===== config.mk =====
export PLATFORM = sky130hd
export DESIGN_NAME = per_channel_peak_limiter_core
export DESIGN_NICKNAME = d
export VERILOG_FILES = /design/src/rtl/pcpl_pkg.sv /design/src/rtl/pcpl_div.sv /design/src/rtl/pcpl_gain_mem.sv /design/src/rtl/per_channel_peak_limiter_core.sv
export SDC_FILE = /design/constraint.sdc
export NUM_CORES = 2
export LEC_CHECK = 0
export BUFFER_PORTS_ARGS = -buffer_cell sky130_fd_sc_hd__buf_4
export CORE_MARGIN = 8
export CORE_UTILIZATION = 50
export CTS_CLUSTER_SIZE = 16
export DETAILED_ROUTE_END_ITERATION = 6
export GPL_TIMING_DRIVEN = 0
export PLACE_DENSITY = 0.73
export REMOVE_ABC_BUFFERS = 1
export SLEW_MARGIN = 10
export SYNTH_ARGS = -nofsm -noshare
export SYNTH_HDL_FRONTEND = slang
export SYNTH_SLANG_ARGS = --single-unit

===== constraint.sdc =====
create_clock -name clk -period 9.5 [get_ports clk]
set_input_delay 2.85 -clock clk [delete_from_list [all_inputs] [get_ports clk]]
set_output_delay 2.85 -clock clk [all_outputs]
set_load 0.1 [all_outputs]

===== src/rtl/pcpl_pkg.sv =====
// Shared types and constants for the per-channel peak limiter.
`default_nettype none

package pcpl_pkg;

	// Field widths
	localparam int SAMPLE_W = 16;
	localparam int CHAN_W   = 3;
	localparam int GAIN_W   = 16;
	localparam int COEFF_W  = 16;
	localparam int TDATA_W  = 24;

	// Configuration port
	localparam int CFG_IDX_W  = 4;
	localparam int CFG_DATA_W = 16;

	// Divider: Q1.30 limit over a 16-bit magnitude
	localparam int DIVIDEND_W = 31;
	localparam int DIVISOR_W  = 16;
	localparam int DIV_CNT_W  = 5;

	// Register indexes
	localparam logic [CFG_IDX_W-1:0] REG_SIGNAL_LIMIT  = 4'd0;
	localparam logic [CFG_IDX_W-1:0] REG_RELEASE_COEFF = 4'd1;

	// Reset values and unity gain (Q1.15)
	localparam logic [GAIN_W-1:0]  UNITY_GAIN        = 16'h8000;
	localparam logic [GAIN_W-1:0]  LIMIT_RESET       = 16'h8000;
	localparam logic [COEFF_W-1:0] COEFF_RESET       = 16'd65508;

endpackage : pcpl_pkg

`default_nettype wire


===== src/rtl/pcpl_div.sv =====
// Restoring divider, one quotient bit per cycle.
`default_nettype none

module pcpl_div (
	input  wire                                   clk,
	input  wire                                   arst_n,
	input  wire                                   start,
	input  wire  [pcpl_pkg::DIVIDEND_W-1:0]       dividend,
	input  wire  [pcpl_pkg::DIVISOR_W-1:0]        divisor,
	output logic                                  busy,
	output logic [pcpl_pkg::DIVIDEND_W-1:0]       quotient
);
	import pcpl_pkg::*;

	logic                   busy_q;
	logic [DIV_CNT_W-1:0]   cnt_q;
	logic [DIVIDEND_W-1:0]  quo_q;
	logic [DIVISOR_W-1:0]   rem_q;
	logic [DIVISOR_W-1:0]   dsr_q;
	logic [DIVISOR_W:0]     trial;
	logic [DIVISOR_W+1:0]   diff;
	logic                   fits;

	// Trial subtract of the shifted remainder
	always_comb begin
		trial = {rem_q, quo_q[DIVIDEND_W-1]};
		diff  = {1'b0, trial} - {2'b00, dsr_q};
		fits  = ~diff[DIVISOR_W+1];
	end

	// Control: step counter
	always_ff @(posedge clk or negedge arst_n) begin
		if (!arst_n) begin
			busy_q <= 1'b0;
			cnt_q  <= '0;
		end else if (start) begin
			busy_q <= 1'b1;
			cnt_q  <= DIV_CNT_W'(DIVIDEND_W);
		end else if (busy_q) begin
			cnt_q <= cnt_q - 1'b1;
			if (cnt_q == DIV_CNT_W'(1)) begin
				busy_q <= 1'b0;
			end
		end
	end

	// Datapath: dividend bits shift out as quotient bits shift in
	always_ff @(posedge clk) begin
		if (start) begin
			quo_q <= dividend;
			rem_q <= '0;
			dsr_q <= divisor;
		end else if (busy_q) begin
			quo_q <= {quo_q[DIVIDEND_W-2:0], fits};
			rem_q <= fits ? diff[DIVISOR_W-1:0] : trial[DIVISOR_W-1:0];
		end
	end

	assign busy     = busy_q;
	assign quotient = quo_q;

endmodule : pcpl_div

`default_nettype wire


===== src/rtl/pcpl_gain_mem.sv =====
// Per-channel gain memory with unity default until an entry is written.
`default_nettype none

module pcpl_gain_mem #(
	parameter int DEPTH = 8,
	parameter int AW    = 3
) (
	input  wire                               clk,
	input  wire                               arst_n,
	input  wire                               rd_en,
	input  wire  [AW-1:0]                     rd_addr,
	output logic [pcpl_pkg::GAIN_W-1:0]       rd_gain,
	input  wire                               wr_en,
	input  wire  [AW-1:0]                     wr_addr,
	input  wire  [pcpl_pkg::GAIN_W-1:0]       wr_gain
);
	import pcpl_pkg::*;

	logic [GAIN_W-1:0] mem_q [DEPTH];
	logic [DEPTH-1:0]  valid_q;
	logic [GAIN_W-1:0] rd_data_q;
	logic              rd_valid_q;

	// Storage array
	always_ff @(posedge clk) begin
		if (wr_en) begin
			mem_q[wr_addr] <= wr_gain;
		end
		if (rd_en) begin
			rd_data_q <= mem_q[rd_addr];
		end
	end

	// Written marks, cleared by reset
	always_ff @(posedge clk or negedge arst_n) begin
		if (!arst_n) begin
			valid_q    <= '0;
			rd_valid_q <= 1'b0;
		end else begin
			if (wr_en) begin
				valid_q[wr_addr] <= 1'b1;
			end
			if (rd_en) begin
				rd_valid_q <= valid_q[rd_addr];
			end
		end
	end

	assign rd_gain = rd_valid_q ? rd_data_q : UNITY_GAIN;

endmodule : pcpl_gain_mem

`default_nettype wire


===== src/rtl/per_channel_peak_limiter_core.sv =====
// Top level of the per-channel peak limiter: handshakes, control and gain update.
`default_nettype none

// Peak limiter with instant attack and exponential release, one Q1.15 gain per
// channel held in a small memory (unity after reset). An item is one sample and
// its channel; each yields one result, the sample times the updated gain. Items
// are handled one at a time: an item passes from acceptance to its result through
// gain read, a 31-step bit-serial divider for limit/|x|, gain write-back and
// output multiply; the result is loaded once the output register is free, and the
// next item can be taken in the cycle after the result is loaded.
// A finished result sits in the output register while the next item is taken.
// Channels at or above NUM_CHANNELS pass the sample through untouched.
// Configuration writes are accepted every cycle and should be made while idle.
module per_channel_peak_limiter_core #(
	parameter int NUM_CHANNELS = 8
) (
	input  wire                                 clk,
	input  wire                                 arst_n,
	// Input stream; s_tdata: [15:0] sample_in, [18:16] chan_in, rest zero
	input  wire                                 s_tvalid,
	output logic                                s_tready,
	input  wire  [pcpl_pkg::TDATA_W-1:0]        s_tdata,
	// Result stream; m_tdata: [15:0] sample_out, [18:16] chan_out, rest zero
	output logic                                m_tvalid,
	input  wire                                 m_tready,
	output logic [pcpl_pkg::TDATA_W-1:0]        m_tdata,
	// Configuration write channel
	input  wire                                 cfg_valid,
	output logic                                cfg_ready,
	input  wire  [pcpl_pkg::CFG_IDX_W-1:0]      cfg_index,
	input  wire  [pcpl_pkg::CFG_DATA_W-1:0]     cfg_data
);
	import pcpl_pkg::*;

	localparam int AW = (NUM_CHANNELS > 1) ? $clog2(NUM_CHANNELS) : 1;

	typedef enum logic [4:0] {
		ST_IDLE = 5'b00001,
		ST_READ = 5'b00010,
		ST_DIV  = 5'b00100,
		ST_OMUL = 5'b01000,
		ST_DONE = 5'b10000
	} state_t;

	state_t state_q;

	// Configuration registers
	logic [GAIN_W-1:0]  limit_q;
	logic [COEFF_W-1:0] coeff_q;
	logic [GAIN_W-1:0]  limit_eff;
	logic [DIVIDEND_W-1:0] lim_q30;

	// Input decode
	logic [SAMPLE_W-1:0] in_sample;
	logic [CHAN_W-1:0]   in_chan;
	logic [SAMPLE_W-1:0] in_mag;
	logic                in_range;
	logic                accept;

	// Item registers
	logic [SAMPLE_W-1:0] sample_q;
	logic [CHAN_W-1:0]   chan_q;
	logic [SAMPLE_W-1:0] mag_q;
	logic                neg_q;
	logic                range_q;

	// Products and gain
	logic [GAIN_W-1:0]   gain_old;
	logic [GAIN_W-1:0]   gain_clamp;
	logic [2*GAIN_W-1:0] prod_q;
	logic [2*GAIN_W-1:0] relmul_q;
	logic [2*GAIN_W-1:0] ymul_q;
	logic [GAIN_W-1:0]   gain_new;
	logic [GAIN_W-1:0]   gain_new_q;
	logic [GAIN_W-1:0]   rel_gain;
	logic                attack;
	logic                gain_wr_en;

	// Divider
	logic                  div_busy;
	logic [DIVIDEND_W-1:0] div_quot;

	// Output
	logic [SAMPLE_W-1:0] ymag;
	logic [SAMPLE_W-1:0] y_val;
	logic                out_free;
	logic                m_tvalid_q;
	logic [TDATA_W-1:0]  m_tdata_q;

	// Config writes
	assign cfg_ready = 1'b1;

	always_ff @(posedge clk or negedge arst_n) begin
		if (!arst_n) begin
			limit_q <= LIMIT_RESET;
			coeff_q <= COEFF_RESET;
		end else if (cfg_valid) begin
			unique case (cfg_index)
				REG_SIGNAL_LIMIT:  limit_q <= cfg_data;
				REG_RELEASE_COEFF: coeff_q <= cfg_data;
				default: ;
			endcase
		end
	end

	// Limit clamped to unity, scaled to Q1.30
	assign limit_eff = (limit_q > UNITY_GAIN) ? UNITY_GAIN : limit_q;
	assign lim_q30   = {limit_eff, 15'd0};

	// Input decode and handshake
	assign in_sample = s_tdata[SAMPLE_W-1:0];
	assign in_chan   = s_tdata[SAMPLE_W +: CHAN_W];
	assign in_mag    = in_sample[SAMPLE_W-1] ? (SAMPLE_W'(0) - in_sample) : in_sample;
	assign in_range  = (32'(in_chan) < NUM_CHANNELS);
	assign s_tready  = (state_q == ST_IDLE);
	assign accept    = s_tvalid && s_tready;

	// Gain memory
	pcpl_gain_mem #(
		.DEPTH (NUM_CHANNELS),
		.AW    (AW)
	) u_gain_mem (
		.clk     (clk),
		.arst_n  (arst_n),
		.rd_en   (accept && in_range),
		.rd_addr (AW'(in_chan)),
		.rd_gain (gain_old),
		.wr_en   (gain_wr_en),
		.wr_addr (AW'(chan_q)),
		.wr_gain (gain_new)
	);

	// Cap divider, started on acceptance
	pcpl_div u_div (
		.clk      (clk),
		.arst_n   (arst_n),
		.start    (accept),
		.dividend (lim_q30),
		.divisor  (in_mag),
		.busy     (div_busy),
		.quotient (div_quot)
	);

	// Gain update once the cap is known
	always_comb begin
		attack   = (prod_q > {1'b0, lim_q30});
		rel_gain = UNITY_GAIN - relmul_q[2*GAIN_W-1:GAIN_W];
		if (attack) begin
			gain_new = div_quot[GAIN_W-1:0];
		end else if ((mag_q != '0) && (div_quot < DIVIDEND_W'(rel_gain))) begin
			gain_new = div_quot[GAIN_W-1:0];
		end else begin
			gain_new = rel_gain;
		end
	end

	assign gain_clamp = (gain_old > UNITY_GAIN) ? UNITY_GAIN : gain_old;
	assign gain_wr_en = (state_q == ST_DIV) && !div_busy && range_q;

	// Output sample from the product with the new gain
	assign ymag     = ymul_q[2*GAIN_W-2:GAIN_W-1];
	assign y_val    = !range_q ? sample_q : (neg_q ? (SAMPLE_W'(0) - ymag) : ymag);
	assign out_free = !m_tvalid_q || m_tready;

	// Sequencer
	always_ff @(posedge clk or negedge arst_n) begin
		if (!arst_n) begin
			state_q <= ST_IDLE;
		end else begin
			unique case (state_q)
				ST_IDLE: if (accept) state_q <= ST_READ;
				ST_READ: state_q <= ST_DIV;
				ST_DIV:  if (!div_busy) state_q <= ST_OMUL;
				ST_OMUL: state_q <= ST_DONE;
				ST_DONE: if (out_free) state_q <= ST_IDLE;
				default: state_q <= ST_IDLE;
			endcase
		end
	end

	// Item datapath
	always_ff @(posedge clk) begin
		if (accept) begin
			sample_q <= in_sample;
			chan_q   <= in_chan;
			mag_q    <= in_mag;
			neg_q    <= in_sample[SAMPLE_W-1];
			range_q  <= in_range;
		end
		if (state_q == ST_READ) begin
			prod_q   <= (2*GAIN_W)'(mag_q) * (2*GAIN_W)'(gain_old);
			relmul_q <= (2*GAIN_W)'(coeff_q) * (2*GAIN_W)'(UNITY_GAIN - gain_clamp);
		end
		if ((state_q == ST_DIV) && !div_busy) begin
			gain_new_q <= gain_new;
		end
		if (state_q == ST_OMUL) begin
			ymul_q <= (2*GAIN_W)'(mag_q) * (2*GAIN_W)'(gain_new_q);
		end
	end

	// Output register
	always_ff @(posedge clk or negedge arst_n) begin
		if (!arst_n) begin
			m_tvalid_q <= 1'b0;
		end else if ((state_q == ST_DONE) && out_free) begin
			m_tvalid_q <= 1'b1;
		end else if (m_tready) begin
			m_tvalid_q <= 1'b0;
		end
	end

	always_ff @(posedge clk) begin
		if ((state_q == ST_DONE) && out_free) begin
			m_tdata_q <= {{(TDATA_W-SAMPLE_W-CHAN_W){1'b0}}, chan_q, y_val};
		end
	end

	assign m_tvalid = m_tvalid_q;
	assign m_tdata  = m_tdata_q;

`ifndef ASSERT_OFF
	// An item never arrives while the divider is still working on the last one
	a_div_idle_on_accept: assert property (@(posedge clk) disable iff (!arst_n)
		accept |-> !div_busy)
		else $error("item accepted while divider busy");

	// The divider starts on every accepted item
	a_div_starts: assert property (@(posedge clk) disable iff (!arst_n)
		accept |=> div_busy)
		else $error("divider did not start");

	// A stored gain never exceeds unity
	a_gain_le_unity: assert property (@(posedge clk) disable iff (!arst_n)
		gain_wr_en |-> (gain_new <= UNITY_GAIN))
		else $error("gain above unity written");

	// A result is loaded only when the output register is free
	a_no_overwrite: assert property (@(posedge clk) disable iff (!arst_n)
		(m_tvalid && !m_tready) |=> $stable(m_tdata))
		else $error("pending result overwritten");
`endif

endmodule : per_channel_peak_limiter_core

`default_nettype wire

==> results.json <==
{
  "hold_viol_final": 0,
  "dr.pass1.iters": 6,
  "drt_iter0_markers": 2013,
  "yosysWarnings": 0,
  "crit_required_ps": 9850,
  "hold_path.class": "register to register",
  "ys.flop_type": "edfxtp_1",
  "netlist_top_cells_area": "fa_1, edfxtp_1, ha_1",
  "ys_seq_area_frac": 0.252,
  "grt_max_degree": 76,
  "maxSlewViolCount": 0,
  "avgSynthCellArea_um2": 10.2,
  "synthMostInstantiatedCell": "inv_1",
  "nFillCells": 6912,
  "cts_tree": "yes",
  "gp_congestion": 0.899,
  "start_util": 0.502,
  "critPathCaptureType": "register",
  "clk_latency_ps": 620,
  "wl_um": 98900,
  "nets": 5002,
  "viasPerCell": 5.54,
  "grt_pass1_vias": 30379,
  "synth_top_cell_by_area": "fa_1",
  "grt-ovfl-total": 0,
  "coreArea_mm2": 0.0816,
  "diodes": 0,
  "crit_top_cell": "fa_1",
  "grt_pass1_wl_um": 160000,
  "finClkSkew_ps": 63.4,
  "worst_path_largest_cell_delay_ps": 760,
  "ys_ff_latch": 363,
  "drive_above_1_share": 0.0837,
  "powerDensity_mw_per_mm2": 256,
  "worst_pin_slew_ps": 1240,
  "finish.utilization": 0.546,
  "cp_slowest_cell": "xor2_2",
  "route.detailed.drc": 0,
  "cts_inserted_buffers": 42,
  "vias": 28202,
  "status": "completed",
  "postCtsHoldBufs": 0,
  "critical_path_class": "register to register",
  "timing.final.crit_share": 0.949,
  "syn2layout_area_growth_pct": 8.67,
  "netlist_top_cells_count": "inv_1, fa_1, nand2_1, ha_1, edfxtp_1",
  "netlist.area_leader.share": 0.291,
  "grt_usage": 0.222,
  "clock-sinks": 363,
  "fin_crit_ps": 9020,
  "synthCells": 3998,
  "holdWs_ps": 468,
  "fp.dieH_um": 302,
  "dp_hpwl_um": 74400,
  "netlist_area_mm2": 0.0410,
  "p_leak_uw": 0.0211,
  "h-tree-depth": 2,
  "regArea_mm2": 0.0103,
  "setup_viol_count_final": 0,
  "arrival_ps": 9370,
  "cts_root_buf": "clkbuf_16",
  "multi_input_area_mm2": 0.0272,
  "die_x_um": 302,
  "pin_count": 76,
  "clock_path_buffers": 3,
  "relSlewSlack": 0.170,
  "synth_edf_count": 279,
  "cap_violations": 0,
  "portBuffers": 64,
  "worstSetupStartpointType": "register",
  "antenna_found_initial": 1,
  "path_max_fanout": 75,
  "async_flop_share": 0.146,
  "rows": 105,
  "final_antenna_net_count": 0,
  "wl_per_cell_um": 19.4,
  "ir_worst_vdd_v": 0.000444,
  "max_freq_mhz": 111,
  "path_clk_slew_ps": 60,
  "synth_cell_types": 80,
  "dieArea_mm2": 0.0913,
  "rsz0062_at_grt": "no"
}
final cells by class:
| cell class | count | area share |
|---|---|---|
| Multi-Input combinational cell | 2697 | 0.611 |
| Timing Repair Buffer | 118 | 0.0306 |
| Clock inverter | 28 | 0.00630 |
| Clock buffer | 49 | 0.0244 |
| Tap cell | 1070 | 0.0301 |
| Sequential cell | 363 | 0.232 |
| Inverter | 769 | 0.0649 |
report_power, final:
group          total (uW)  internal [uW]  switching (uW)  leakage (uW)
clock                1620            914             704      0.000669
sequential           2730           2370             363       0.00349
combinational        7020           3050            3970        0.0170
what timing repair did:
item | 4_1_cts | 5_1_grt
endpoints found under the setup margin | 7 | 9
buffers inserted | 0 | 6
endpoints found under the hold margin | 0 | 0
resized for setup | 2 | 6
layout by cell type (no fill, tap or decap), types with 15 or more instances in the layout:
| master | Yosys | layout |
|---|---|---|
| dfrtp_1 | 39 | 37 |
| nand2_1 | 533 | 533 |
| mux2i_1 | 33 | 33 |
| nor2_1 | 105 | 97 |
| a21oi_1 | 85 | 82 |
| nand3_1 | 25 | 24 |
| a21o_1 | 35 | 35 |
| dfxtp_1 | 31 | 31 |
| mux2_2 | 50 | 50 |
| nor2b_1 | 30 | 28 |
| buf_8 | 0 | 18 |
| buf_4 | 6 | 77 |
| fa_1 | 595 | 595 |
| edfxtp_1 | 279 | 279 |
| nor4_1 | 18 | 17 |
| and2_1 | 228 | 227 |
| or3_1 | 21 | 21 |
| nand4_1 | 15 | 15 |
| xor2_1 | 37 | 35 |
| xnor2_1 | 88 | 88 |
| o21ai_0 | 67 | 66 |
| nand2b_1 | 20 | 20 |
| ha_1 | 367 | 366 |
| clkbuf_16 | 0 | 42 |
| mux4_2 | 34 | 34 |
| and3_1 | 99 | 99 |
| nor3_1 | 36 | 33 |
| inv_1 | 768 | 768 |
registers in the layout, summed over array words and instances (netlist names), 19 cells and up:
name / count
u_gain_mem.mem_q: 128
prod_q: 32
u_div.quotient: 31
m_tdata: 19
final timing paths:
check | start | cells past startpoint | end | slack, ps
max | u_gain_mem.rd_valid_q | 26 | relmul_q[31] | 480
min in group asynchronous | arst_n | 1 | limit_q[7] | 2300
max in group asynchronous | arst_n | 1 | u_div.busy | 6660
max reg2reg | u_gain_mem.rd_valid_q | 26 | relmul_q[31] | 480
min | u_gain_mem.valid_q[0] | 1 | u_gain_mem.valid_q[0] | 470
min reg2reg | u_gain_mem.valid_q[0] | 1 | u_gain_mem.valid_q[0] | 470
per-stage QoR:
stage / TNS [ps] / cell area, um2 / worst slack (ps) / power [uW] / instances
floorplan: 0 / 40300 / 337 / 7790 / 3829
global placement: -31810 / 42100 / -2360 / 9390 / 4963
detailed placement: -1640 / 43000 / -346 / 9730 / 5011
CTS: 0 / 44400 / 14.6 / 11400 / 5088
global route: 0 / 44500 / 2.63 / 12500 / 5094
finish: 0 / 44500 / 483 / 11400 / 5094
cell families (layout without fill, tap and decap cells):
| kind of cell | after synthesis | count (layout) | synth area share |
|---|---|---|---|
| AND/OR/NAND/NOR | 1181 | 1181 | 0.141 |
| multiplexers | 117 | 117 | 0.0405 |
| adder cells (fa/ha/maj) | 962 | 962 | 0.403 |
| XOR/XNOR | 125 | 125 | 0.0267 |
| buffers and inverters | 942 | 964 | 0.0875 |
| other | 2 | 6 | 0.000183 |
| AO/OA/AOI/OAI | 306 | 306 | 0.0485 |
| flip-flops | 363 | 363 | 0.252 |
critical path, delay by kind of cell (launching register included):
| family | cells | cell delay (ps) |
|---|---|---|
| XOR/XNOR | 2 | 900 |
| buffers and inverters | 5 | 560 |
| adder cells (fa/ha/maj) | 8 | 3740 |
| AND/OR/NAND/NOR | 5 | 1310 |
| AO/OA/AOI/OAI | 6 | 1430 |
| flip-flops | 1 | 740 |
routing by layer:
metal	share of wire	vias to the layer above	global-route usage
met4	0.048	0	0.102
li1	-	12688	-
met5	0	-	0
met3	0.075	289	0.0398
met1	0.39	14146	0.278
met2	0.48	1079	0.373
Note: power is estimated with default switching activity, not from simulation.
